File: src/rtl/bn_aff_pkg.sv
// ----------------------------------------------------------------------------
// bn_aff_pkg: shared types and constants for the batch-norm affine block
// Item layout, queue head, sequencer states and fixed-point widths.
// ----------------------------------------------------------------------------
package bn_aff_pkg;

  localparam int DATA_WIDTH_DEF = 16;
  localparam int QUEUE_DEPTH    = 4;

  localparam int FIELD_W = 16;  // sample, gain, bias, running_mean
  localparam int VAR_W   = 24;  // variance, unsigned Q8.16
  localparam int EPS_W   = 16;  // epsilon, unsigned Q0.16
  localparam logic [EPS_W-1:0] EPS_RESET = 16'd1;

  localparam logic MODE_PARAM = 1'b0;
  localparam logic MODE_DATA  = 1'b1;

  // Root: radicand is (variance + epsilon) << 32
  localparam int SUM_W      = VAR_W + 1;
  localparam int FRAC_SHIFT = 32;
  localparam int ROOT_W     = 29;
  localparam int RAD_W      = 2 * ROOT_W;
  localparam int ROOT_REM_W = ROOT_W + 2;

  // Divide: |gamma| << 32 over the root
  localparam int DVD_W = FIELD_W + FRAC_SHIFT;

  localparam int SCALE_W = 32;
  localparam int PROD_W  = FIELD_W + SCALE_W;
  localparam int DIFF_W  = PROD_W - 8 + 1;
  localparam int ACC_W   = PROD_W + 1;
  localparam int Y_W     = ACC_W - 16;

  localparam logic signed [SCALE_W-1:0] S32_MAX = 32'sh7fff_ffff;
  localparam logic signed [SCALE_W-1:0] S32_MIN = -32'sh7fff_ffff - 32'sd1;
  localparam logic [ACC_W-1:0] ROUND_HALF = ACC_W'(32768);

  typedef struct packed {
    logic                      mode;
    logic signed [FIELD_W-1:0] sample;
    logic signed [FIELD_W-1:0] gain;
    logic signed [FIELD_W-1:0] bias;
    logic signed [FIELD_W-1:0] running_mean;
    logic [VAR_W-1:0]          variance;
  } item_t;

  typedef struct packed {
    logic  valid;
    item_t item;
  } q_head_t;

  typedef enum logic [2:0] {
    ST_IDLE,
    ST_ROOT,
    ST_DIV,
    ST_SCALE,
    ST_MULM,
    ST_SHIFT,
    ST_DATA
  } st_t;

endpackage

File: src/rtl/bn_aff_if.sv


interface bn_out_if import bn_aff_pkg::*; #(
  parameter int DATA_WIDTH = DATA_WIDTH_DEF
);
  logic                         valid;
  logic                         ready;
  logic signed [DATA_WIDTH-1:0] result;
  logic                         saturated;

  modport source (output valid, result, saturated, input ready);
  modport sink   (input valid, result, saturated, output ready);
endinterface

File: src/rtl/bn_aff_root.sv
// ----------------------------------------------------------------------------
// bn_aff_root: iterative integer square root
// One result bit per cycle of floor(sqrt(sum << 32)).
// ----------------------------------------------------------------------------
module bn_aff_root import bn_aff_pkg::*; (
  input  logic              clk,
  input  logic              rst_n,
  input  logic              start,
  input  logic [SUM_W-1:0]  sum,
  output logic              done,
  output logic [ROOT_W-1:0] root
);

  localparam int CNT_W = $clog2(ROOT_W);

  logic [RAD_W-1:0]      rad_r;
  logic [ROOT_REM_W-1:0] rem_r;
  logic [ROOT_W-1:0]     root_r;
  logic [CNT_W-1:0]      cnt_r;
  logic                  busy_r;
  logic                  done_r;
  logic [ROOT_REM_W+1:0] rem_t;
  logic [ROOT_REM_W+1:0] trial;
  logic                  fits;

  assign rem_t = {rem_r, rad_r[RAD_W-1 -: 2]};
  assign trial = (ROOT_REM_W + 2)'({root_r, 2'b01});
  assign fits  = (rem_t >= trial);

  always_ff @(posedge clk) begin
    if (start) begin
      rad_r  <= {{(RAD_W - SUM_W - FRAC_SHIFT){1'b0}}, sum, {FRAC_SHIFT{1'b0}}};
      rem_r  <= '0;
      root_r <= '0;
      cnt_r  <= '0;
    end else if (busy_r) begin
      rad_r  <= {rad_r[RAD_W-3:0], 2'b00};
      rem_r  <= fits ? ROOT_REM_W'(rem_t - trial) : ROOT_REM_W'(rem_t);
      root_r <= {root_r[ROOT_W-2:0], fits};
      cnt_r  <= cnt_r + 1'b1;
    end
  end

  always_ff @(posedge clk) begin
    if (!rst_n) begin
      busy_r <= 1'b0;
      done_r <= 1'b0;
    end else begin
      done_r <= busy_r && (cnt_r == CNT_W'(ROOT_W - 1));
      if (start) begin
        busy_r <= 1'b1;
      end else if (busy_r && (cnt_r == CNT_W'(ROOT_W - 1))) begin
        busy_r <= 1'b0;
      end
    end
  end

  assign done = done_r;
  assign root = root_r;

endmodule

File: src/rtl/bn_aff_div.sv
// ----------------------------------------------------------------------------
// bn_aff_div: iterative restoring divider
// One quotient bit per cycle of (|gamma| << 32) / root.
// ----------------------------------------------------------------------------
module bn_aff_div import bn_aff_pkg::*; (
  input  logic               clk,
  input  logic               rst_n,
  input  logic               start,
  input  logic [FIELD_W-1:0] mag,
  input  logic [ROOT_W-1:0]  divisor,
  output logic               done,
  output logic [DVD_W-1:0]   quot
);

  localparam int CNT_W = $clog2(DVD_W);

  logic [DVD_W-1:0]  dvd_r;
  logic [ROOT_W-1:0] rem_r;
  logic [ROOT_W-1:0] d_r;
  logic [CNT_W-1:0]  cnt_r;
  logic              busy_r;
  logic              done_r;
  logic [ROOT_W:0]   rem_t;
  logic              fits;

  assign rem_t = {rem_r, dvd_r[DVD_W-1]};
  assign fits  = (rem_t >= {1'b0, d_r});

  always_ff @(posedge clk) begin
    if (start) begin
      dvd_r <= {mag, {FRAC_SHIFT{1'b0}}};
      rem_r <= '0;
      d_r   <= divisor;
      cnt_r <= '0;
    end else if (busy_r) begin
      dvd_r <= {dvd_r[DVD_W-2:0], fits};
      rem_r <= fits ? ROOT_W'(rem_t - {1'b0, d_r}) : ROOT_W'(rem_t);
      cnt_r <= cnt_r + 1'b1;
    end
  end

  always_ff @(posedge clk) begin
    if (!rst_n) begin
      busy_r <= 1'b0;
      done_r <= 1'b0;
    end else begin
      done_r <= busy_r && (cnt_r == CNT_W'(DVD_W - 1));
      if (start) begin
        busy_r <= 1'b1;
      end else if (busy_r && (cnt_r == CNT_W'(DVD_W - 1))) begin
        busy_r <= 1'b0;
      end
    end
  end

  assign done = done_r;
  assign quot = dvd_r;

endmodule

File: src/rtl/bn_aff_back.sv
// ----------------------------------------------------------------------------
// bn_aff_back: sequencer and datapath
// Load channel scale/shift from parameter words; apply them to data words.
// ----------------------------------------------------------------------------
module bn_aff_back import bn_aff_pkg::*; #(
  parameter int DATA_WIDTH = DATA_WIDTH_DEF
) (
  input  logic             clk,
  input  logic             rst_n,
  input  q_head_t          head,
  output logic             pop,
  input  logic [EPS_W-1:0] epsilon,
  bn_out_if.source         out_ch
);

  localparam int TOP_W = Y_W - DATA_WIDTH + 1;
  localparam logic signed [DATA_WIDTH-1:0] Y_MAX = {1'b0, {(DATA_WIDTH-1){1'b1}}};
  localparam logic signed [DATA_WIDTH-1:0] Y_MIN = {1'b1, {(DATA_WIDTH-1){1'b0}}};

  st_t state_r, state_nxt;

  logic signed [FIELD_W-1:0]    g_r;
  logic signed [FIELD_W-1:0]    b_r;
  logic signed [FIELD_W-1:0]    m_r;
  logic                         zero_r;
  logic signed [SCALE_W-1:0]    scale_r;
  logic signed [SCALE_W-1:0]    shift_r;
  logic signed [PROD_W-1:0]     prod_r;
  logic                         out_valid_r;
  logic signed [DATA_WIDTH-1:0] result_r;
  logic                         sat_r;

  logic                         root_start, div_start, mul_load, out_load;
  logic                         root_done, div_done;
  logic [ROOT_W-1:0]            root;
  logic [DVD_W-1:0]             quot;
  logic [SUM_W-1:0]             sum;
  logic                         sum_zero;
  logic [FIELD_W-1:0]           g_mag;
  logic signed [FIELD_W-1:0]    mul_a;
  logic signed [PROD_W-1:0]     mul_p;
  logic signed [SCALE_W-1:0]    scale_nxt;
  logic signed [DIFF_W-1:0]     diff;
  logic signed [SCALE_W-1:0]    shift_nxt;
  logic [ACC_W-1:0]             acc;
  logic [Y_W-1:0]               y;
  logic [TOP_W-1:0]             y_top;
  logic signed [DATA_WIDTH-1:0] y_nxt;
  logic                         sat_nxt;

  assign sum      = {1'b0, head.item.variance} + SUM_W'(epsilon);
  assign sum_zero = (sum == '0);
  assign g_mag    = g_r[FIELD_W-1] ? FIELD_W'(~g_r + 1'b1) : g_r;

  bn_aff_root u_root (
    .clk   (clk),
    .rst_n (rst_n),
    .start (root_start),
    .sum   (sum),
    .done  (root_done),
    .root  (root)
  );

  bn_aff_div u_div (
    .clk     (clk),
    .rst_n   (rst_n),
    .start   (div_start),
    .mag     (g_mag),
    .divisor (root),
    .done    (div_done),
    .quot    (quot)
  );

  always_ff @(posedge clk) begin
    if (!rst_n) begin
      state_r <= ST_IDLE;
    end else begin
      state_r <= state_nxt;
    end
  end

  always_comb begin
    state_nxt  = state_r;
    pop        = 1'b0;
    root_start = 1'b0;
    div_start  = 1'b0;
    mul_load   = 1'b0;
    out_load   = 1'b0;
    case (state_r)
      ST_IDLE: begin
        if (head.valid) begin
          pop = 1'b1;
          if (head.item.mode == MODE_DATA) begin
            mul_load  = 1'b1;
            state_nxt = ST_DATA;
          end else if (sum_zero) begin
            state_nxt = ST_SCALE;
          end else begin
            root_start = 1'b1;
            state_nxt  = ST_ROOT;
          end
        end
      end
      ST_ROOT: begin
        if (root_done) begin
          div_start = 1'b1;
          state_nxt = ST_DIV;
        end
      end
      ST_DIV: begin
        if (div_done) begin
          state_nxt = ST_SCALE;
        end
      end
      ST_SCALE: state_nxt = ST_MULM;
      ST_MULM: begin
        mul_load  = 1'b1;
        state_nxt = ST_SHIFT;
      end
      ST_SHIFT: state_nxt = ST_IDLE;
      ST_DATA: begin
        if (!out_valid_r || out_ch.ready) begin
          out_load  = 1'b1;
          state_nxt = ST_IDLE;
        end
      end
      default: state_nxt = ST_IDLE;
    endcase
  end

  // one shared 16x32 multiplier: sample * scale or mean * scale
  assign mul_a = (state_r == ST_MULM) ? m_r : head.item.sample;
  assign mul_p = mul_a * scale_r;

  // scale: saturate the signed quotient
  always_comb begin
    if (zero_r) begin
      if (g_r > 0) begin
        scale_nxt = S32_MAX;
      end else if (g_r < 0) begin
        scale_nxt = S32_MIN;
      end else begin
        scale_nxt = '0;
      end
    end else if (g_r[FIELD_W-1]) begin
      scale_nxt = SCALE_W'(~quot[SCALE_W-1:0] + 1'b1);
    end else if (quot[DVD_W-1:SCALE_W-1] != '0) begin
      scale_nxt = S32_MAX;
    end else begin
      scale_nxt = quot[SCALE_W-1:0];
    end
  end

  // shift = beta * 2^8 - floor(mean * scale / 2^8)
  always_comb begin
    diff = {{(DIFF_W - FIELD_W - 8){b_r[FIELD_W-1]}}, b_r, 8'b0}
         - {prod_r[PROD_W-1], prod_r[PROD_W-1:8]};
    if (diff[DIFF_W-1:SCALE_W-1] == '0 || diff[DIFF_W-1:SCALE_W-1] == '1) begin
      shift_nxt = diff[SCALE_W-1:0];
    end else begin
      shift_nxt = diff[DIFF_W-1] ? S32_MIN : S32_MAX;
    end
  end

  // y = round-half-up of (x * scale + shift * 2^8) / 2^16, then clip
  always_comb begin
    acc   = {prod_r[PROD_W-1], prod_r}
          + {{(ACC_W - SCALE_W - 8){shift_r[SCALE_W-1]}}, shift_r, 8'b0}
          + ROUND_HALF;
    y     = acc[ACC_W-1:16];
    y_top = y[Y_W-1:DATA_WIDTH-1];
    if (y_top == '0 || y_top == '1) begin
      y_nxt   = y[DATA_WIDTH-1:0];
      sat_nxt = 1'b0;
    end else begin
      y_nxt   = y[Y_W-1] ? Y_MIN : Y_MAX;
      sat_nxt = 1'b1;
    end
  end

  always_ff @(posedge clk) begin
    if (pop && head.item.mode == MODE_PARAM) begin
      g_r    <= head.item.gain;
      b_r    <= head.item.bias;
      m_r    <= head.item.running_mean;
      zero_r <= sum_zero;
    end
    if (mul_load) begin
      prod_r <= mul_p;
    end
    if (out_load) begin
      result_r <= y_nxt;
      sat_r    <= sat_nxt;
    end
  end

  always_ff @(posedge clk) begin
    if (!rst_n) begin
      scale_r     <= '0;
      shift_r     <= '0;
      out_valid_r <= 1'b0;
    end else begin
      if (state_r == ST_SCALE) begin
        scale_r <= scale_nxt;
      end
      if (state_r == ST_SHIFT) begin
        shift_r <= shift_nxt;
      end
      if (out_load) begin
        out_valid_r <= 1'b1;
      end else if (out_ch.ready) begin
        out_valid_r <= 1'b0;
      end
    end
  end

  assign out_ch.valid     = out_valid_r;
  assign out_ch.result    = result_r;
  assign out_ch.saturated = sat_r;

`ifndef SYNTHESIS
  a_root_done_waited: assert property (@(posedge clk) disable iff (!rst_n)
    root_done |-> state_r == ST_ROOT)
    else $error("root finished while sequencer not waiting");

  a_div_done_waited: assert property (@(posedge clk) disable iff (!rst_n)
    div_done |-> state_r == ST_DIV)
    else $error("divide finished while sequencer not waiting");

  a_zero_gain_scale: assert property (@(posedge clk) disable iff (!rst_n)
    state_r == ST_SCALE && zero_r && g_r == '0 |=> scale_r == '0)
    else $error("zero gamma over zero root gave non-zero scale");
`endif

endmodule

File: src/flat_wrapper.sv
// flat-port wrapper written by rule: the top's interface ports become plain ports
module bn_aff_back_flat import bn_aff_pkg::*;
#(
  parameter int DATA_WIDTH = DATA_WIDTH_DEF
)
  (clk, rst_n, head, pop, epsilon, out_ch_valid, out_ch_result, out_ch_saturated, out_ch_ready);
  bn_out_if #(.DATA_WIDTH(DATA_WIDTH)) out_ch_i ();
  input  logic clk;
  input  logic rst_n;
  input  q_head_t head;
  output logic pop;
  input  logic [EPS_W-1:0] epsilon;
  output wire logic [$bits(out_ch_i.valid)-1:0] out_ch_valid;
  output wire logic [$bits(out_ch_i.result)-1:0] out_ch_result;
  output wire logic [$bits(out_ch_i.saturated)-1:0] out_ch_saturated;
  input wire logic [$bits(out_ch_i.ready)-1:0] out_ch_ready;
  assign out_ch_valid = out_ch_i.valid;
  assign out_ch_result = out_ch_i.result;
  assign out_ch_saturated = out_ch_i.saturated;
  assign out_ch_i.ready = out_ch_ready;
  bn_aff_back #(.DATA_WIDTH(DATA_WIDTH)) u_core (.clk(clk), .rst_n(rst_n), .head(head), .pop(pop), .epsilon(epsilon), .out_ch(out_ch_i));
endmodule
File: config.mk
export PLATFORM = sky130hd
export DESIGN_NAME = bn_aff_back_flat
export DESIGN_NICKNAME = d
export VERILOG_FILES = /design/src/rtl/bn_aff_pkg.sv /design/src/rtl/bn_aff_if.sv /design/src/rtl/bn_aff_root.sv /design/src/rtl/bn_aff_div.sv /design/src/rtl/bn_aff_back.sv /design/src/flat_wrapper.sv
export SDC_FILE = /design/constraint.sdc
export NUM_CORES = 2
export LEC_CHECK = 0
export BUFFER_PORTS_ARGS = -buffer_cell sky130_fd_sc_hd__buf_2
export CORE_UTILIZATION = 52
export DETAILED_ROUTE_END_ITERATION = 16
export GPL_TIMING_DRIVEN = 0
export PLACE_DENSITY = 0.76
export SYNTH_ARGS = -nofsm -noshare
export SYNTH_HDL_FRONTEND = slang
export SYNTH_SLANG_ARGS = --single-unit
File: constraint.sdc
create_clock -name clk -period 11.5 [get_ports clk]
set_input_delay 0.575 -clock clk [delete_from_list [all_inputs] [get_ports clk]]
set_output_delay 0.575 -clock clk [all_outputs]
set_load 0.005 [all_outputs]
* Word level (Yosys, flattened, before mapping)
Cells that the tools add are included.
** Word-level totals
- Flip-flop bits (word level) :: 389
- Output and inout port bits :: 19
- Memories :: 0
- Bits in read-only memories :: 0
- Bits in latches :: 0
- Bits of input ports :: 109
- RAM bits :: 0
- Logic and storage cells :: 119
** Operators by class
- Shift operators :: 0
- Multiplexer cells :: 44
- Reductions and logical operators :: 18
- $lt $le $gt $ge :: 4
- Equality and inequality tests :: 14
- Divide/modulo/power cells :: 0
- Add/subtract/negate cells :: 10
- $mul :: 1
- Bitwise logic cells :: 3
** Operators by type and width (count)
- two-way mux 32 bit :: 7
- two-way mux 57 bit :: 2
- two-way mux 48 bit :: 2
- two-way mux 16 bit :: 4
- adder 48 x 40 -> 49 bit :: 1
- adder 49 x 16 -> 49 bit, second input constant :: 1
- multiplier 16 x 32 -> 48 bit :: 1
- subtractor 24 x 40 -> 41 bit :: 1
- greater-or-equal comparator 33 x 31 -> 1 bit :: 1
- adder 32 x 1 -> 32 bit, second input constant :: 1
- NOT 32 bit :: 1
- two-way mux 31 bit :: 1
- subtractor 31 bit :: 1
- greater-or-equal comparator 30 x 29 -> 1 bit :: 1
- two-way mux 29 bit :: 1
- subtractor 29 bit :: 1
- adder 24 x 16 -> 25 bit :: 1
- zero test 25 bit :: 1
- two-way mux 1 bit :: 19
- == test 18 bit, second input constant :: 1
- zero test 18 bit :: 1
- one-hot mux 3 bit (6 select lines) :: 1
- nonzero test 17 bit :: 1
- adder 16 x 1 -> 16 bit, second input constant :: 1
- other kinds (24) :: 41

* Depth between registers and ports, before layout
- Depth after elaboration :: 7
- Depth in mapped cells :: 30
- Mapped depth without buffers :: 28

* Hierarchy
From an unflattened synthesis, not the netlist that was laid out.
** Second synthesis, totals
- Cell total of the unflattened synthesis :: 4903
- Area total of the unflattened synthesis :: 43509.2 um^2
** Modules (own cells, without submodules)
- bn_aff_back :: area an instance 31978.2 um^2, sequential area each 4544.4 um^2, cells each 3688, instances 1
- bn_aff_div :: area an instance 6060.8 um^2, sequential area each 2732.6 um^2, cells each 629, instances 1
- bn_aff_root :: area an instance 5470.2 um^2, sequential area each 2112.0 um^2, cells each 586, instances 1

* Worst setup path before layout
No wires, ideal clock.
- Path kind :: flip-flop to flip-flop
- Start point :: register u_core.state_r[1]
- End point :: register u_core.prod_r[47], data pin
- Buffers on the path :: 2
- Arrival time :: 7.387 ns
- Clock period less this slack :: 7.653 ns
- Required time :: 11.234 ns
- Cell stages (with the launch flop) :: 27
- Slack :: 3.847 ns
- Cell sequence :: dfxtp_1 -> nor3b_2 -> clkbuf_1 -> mux2i_1 -> clkbuf_1 -> nor2b_1 -> fa_1 -> fa_1 -> fa_1 -> fa_1 -> fa_1 -> inv_1 -> fa_1 -> inv_1 -> ha_1 -> nand4_1 -> nor2_1 -> inv_1 -> o221ai_1 -> o21ai_1 -> a21oi_1 -> o211ai_1 -> a21oi_1 -> o2111ai_1 -> a311oi_1 -> mux2i_1 -> nand4_1
** On the way
- Cells in the longest elaborated chain, start to end :: 3
** Ends and longest elaborated chain
- start: declaration :: RTL line bn_aff_back.sv:20 : st_t state_r, state_nxt;
- start signal: assignment :: RTL line bn_aff_back.sv:78 : state_r <= state_nxt;
- == test 3 bit :: RTL line bn_aff_back.sv:132 : assign mul_a = (state_r == ST_MULM) ? m_r : head.item.sample;
- two-way mux 16 bit :: RTL line bn_aff_back.sv:132
- multiplier 16 x 32 -> 48 bit :: RTL line bn_aff_back.sv:133 : assign mul_p = mul_a * scale_r;
- net u_core.mul_p[47] :: RTL line bn_aff_back.sv:41 : logic signed [PROD_W-1:0] mul_p;
- end signal: assignment :: RTL line bn_aff_back.sv:189 : prod_r <= mul_p;
- end: declaration :: RTL line bn_aff_back.sv:28 : logic signed [PROD_W-1:0] prod_r;
The timed path passes the listed nets, and every way through them passes these cells.
A chain may end at the register's enable or synchronous reset.

* Worst setup path after layout
Same ends and word-level chain as after synthesis.

==> summary.md <==
| Metric | Value |
|---|---|
| Worst-case vdd ir drop | 0.000188 V |
| Largest family of logic cells by synthesized area | adder cells |
| Fin nets | 5641 |
| Number of fill cells | 6844 |
| Via density | 5.70 |
| First-pass GRT wire length | 178000 um |
| Fmax achieved | 95.9 MHz |
| H-Tree Depth | 2 |
| Drt first pass iters | 5 |
| Seq/Total Area, Yosys | 0.228 |
| PD cells | 195 mW/mm2 |
| Routed wire length | 111000 um |
| Clk pwr share | 0.174 |
| Area Overhead vs Synth | 8.70% |
| Mux contribution to synthesized area | 0.0303 |
| P_leak | 20.4 nW |
| Footprint of the multi-input gates | 0.0283 mm2 |
| Synth Area in Adders | 0.329 |
| Drt wl/cell | 19.1 um |
| Worst Max-Slew Pin Slew | 1.34 ns |
| Kind of critical path | reg -> reg |
| Critical Path End Type | flop |
| Final Hold Fails | 0 |
| Syn nets | 5464 |
| Flop pwr share | 0.230 |
| Slew margin rel. | 0.0969 |
| CP startpoint | u_core.state_r[1]$_SDFFE_PN0P_ |
| Max Cap Viol | 0 |
| Reg clk slew, reported paths | 0.08 ns |
| Post-Place Cells | 5736 |
| IO Count | 128 |
| Reg-to-Reg Start | u_core.state_r[1]$_SDFFE_PN0P_ |
| Ys async rst share | 0 |
| CP arrival | 10.76 ns |
| Worst Setup Start Kind | flop |
| Gr ovfl total | 0 |
| Layout cells sized above 1 | 0.0592 |
| Post-synthesis compound-gate area fraction | 0.136 |
| Number of setup buffers added after CTS | 0 |
| WHS | 0.123 ns |
| Avg Inst Size Synth | 9.02 um2 |
| Die width | 283 um |
| Hold_sp | head[30] |
| Internal Power | 4.75 mW |
| Iter 0 DRT Violations | 2577 |
| Synthesized area | 0.0412 mm2 |
| TNS Setup | 0 ns |
| Area of the die | 0.0803 mm2 |
| Sink Count | 381 |
| Warnings from Yosys | 0 |
| Vias in the first global route | 33600 |
| Status | finished, final reports clean |
| Core area | 0.0778 mm2 |
| Final HPWL DP | 88300 um |
| Total CTS buffers | 45 |
| Post-synthesis simple-gate area fraction | 0.150 |
| DRC errors left | 0 |
| Largest net degree at the start of global routing | 39 |
| RSZ-0062 raised after global routing | false |
| Worst path required time | 11.84 ns |
| Vias | 33200 |
| Hold_buf cts | 0 |
| Initial Util | 0.529 |
| Register area | 0.00939 mm2 |
| Fin. max-slew vios | 0 |
| FF+latch count, synth | 381 |
| Setup Skew | 0.0336 ns |
| Post-CTS sizing | 0 |
| Synth cell types | 90 |
| PortBufs | 125 |
| Final Cycle Share | 0.906 |
| Initial antenna violation count | 2 |
| Final Non-Filler Cells | 5822 |
| Synth Flop Type | dfxtp_1 |
| Num rows | 102 |
| Xor/xnor share of the synthesized area | 0.0425 |
| Crit-path max FO | 10 |
| Logic pwr share | 0.595 |
| Latest clock arrival within the worst-skew pair | 0.62 ns |
| Global placement routability congestion | 0.986 |
| CTS tree | built |
| GRT Total Usage | 0.278 |
| P_sw | 3.96 mW |
| Post-synth EDFFs | 176 |
| Setup violators final | 0 |
| Switch share | 0.455 |
| CTS Root Cell | clkbuf_16 |
| Clock buffer depth | 3 |
| Cells after Synth | 4566 |
| Fin crit period | 10.42 ns |
| Die Height | 283 um |
| Antenna Nets Post-Route | 0 |
| Worst min path class | in -> reg |
==> cells in the mapped netlist (20+ instances only) <==
cell type	instances	area [um2]
nand2_1	423	1590
mux2i_1	102	1020
edfxtp_1	176	5290
dfxtp_1	205	4100
inv_1	730	2740
or3_1	21	131
and3_1	22	138
a21oi_1	253	1270
xor2_1	100	876
nand3_1	48	240
ha_1	302	3780
a211oi_1	45	338
o21bai_1	20	150
xnor2_1	100	876
nand2b_1	54	338
o21a_1	24	180
o22ai_1	34	213
nor3_1	43	215
a21o_1	123	923
nor2b_1	82	513
nor2_1	281	1050
clkbuf_1	176	661
o21ai_0	199	996
a31oi_1	36	225
fa_1	487	9750
and2_1	152	951
mux2_2	20	225
nand4_1	38	238
==> path summary, 6_finish.rpt <==
check	to	slack (ns)	depth (start not counted)
worst max-delay path	u_core.prod_r[47]$_DFFE_PP_	1.08	26
worst min-delay path	u_core.m_r[6]$_DFFE_PP_	0.12	1
worst max register to register	u_core.prod_r[47]$_DFFE_PP_	1.08	26
worst min register to register	u_core.u_div.d_r[10]$_DFFE_PP_	0.49	0
==> power by group through the flow <==
stage,clock [mW],combinational [mW],sequential (mW)
floorplan,0,3.99,1.92
global placement,0,5.00,2.03
detailed placement,0,5.14,2.03
CTS,1.55,5.18,2.00
global route,1.60,5.83,2.02
finish,1.52,5.19,2.01
==> worst max-delay path: stages (launching register included) <==
cell and delay, ns:
dfxtp_1 0.39, nor3b_2 0.74, clkbuf_1 0.67, mux2i_1 0.87
clkbuf_1 0.65, nor2_1 0.15, fa_1 0.61, fa_1 0.56
fa_1 0.53, fa_1 0.52, fa_1 0.55, inv_1 0.05
fa_1 0.53, inv_1 0.05, ha_1 0.34, nand4_1 0.15
nor2_1 0.20, inv_1 0.06, o221ai_1 0.36, o21ai_1 0.18
a21oi_1 0.36, o211ai_1 0.21, a21oi_1 0.33, o2111ai_1 0.22
a311oi_1 0.50, mux2i_1 0.25, nand4_1 0.10
==> layout by cell type (no fill, tap or decap), types with 14 or more instances in the layout <==
master and count:
mux2_2 20, and3_1 22, inv_1 730, a31oi_1 36, o31ai_1 15, ha_1 302, dfxtp_1 205, o221ai_1 15
clkbuf_16 47, o21bai_1 20, buf_2 135, o21ai_0 199, a21oi_1 253, nand2b_1 54, or3_1 21, edfxtp_1 176
fa_1 487, nand2_1 423, a211oi_1 45, a21o_1 123, nand3_1 48, nand4_1 38, clkbuf_1 190, nor3_1 42
nor4_1 19, or4_1 14, o21a_1 24, mux2i_1 102, or2_2 19, nor2_1 280, nor2b_1 82, o22ai_1 34
xor2_1 100, xnor2_1 100, and2_1 152
==> cells by family after synthesis <==
logic type / after synthesis
AOI/OAI and AO/OA: 885
xor gates and xnor gates: 200
adders and majority gates: 789
buffers and inverters: 926
DFF: 381
muxes: 122
and+or+nand+nor: 1263
==> state kept, by name, summed over array words and instances, names as in the netlist, 26 cells and up <==
register,flops
u_core.prod_r,40
u_core.scale_r,32
u_core.shift_r,32
u_core.u_div.d_r,29
u_core.u_div.quot,48
u_core.u_div.rem_r,29
u_core.u_root.rad_r,26
u_core.u_root.rem_r,31
u_core.u_root.root,29
==> layer usage <==
metal / vias up / global-route usage / part of all wire
met3: 296 / 0.0479 / 0.076
met5: - / 0 / 0
met1: 16200 / 0.350 / 0.40
met2: 1223 / 0.474 / 0.48
met4: 0 / 0.112 / 0.046
li1: 15400 / - / -
==> cell type report <==
| cell class | instances | area share |
|---|---|---|
| antenna | 2 | 0.000112 |
| buffer | 194 | 0.0171 |
| clock buffer | 66 | 0.0288 |
| clock inverter | 18 | 0.00598 |
| inverter | 732 | 0.0614 |
| multi-input combinational | 3259 | 0.632 |
| sequential | 381 | 0.210 |
| tap | 1040 | 0.0291 |
| timing repair buffer | 130 | 0.0158 |
==> per-stage QoR <==
step	total power, mW	instance area, um2	worst slack (ns)	util
after floorplan	5.91	41200	3.85	-
after global placement	7.03	43100	1.28	0.554
after detailed placement	7.16	43200	1.18	0.555
after CTS	8.73	44800	1.08	0.575
after global routing	9.46	44800	0.633	0.575
final	8.72	44800	1.08	0.575
Note: power is estimated with default switching activity, not from simulation.
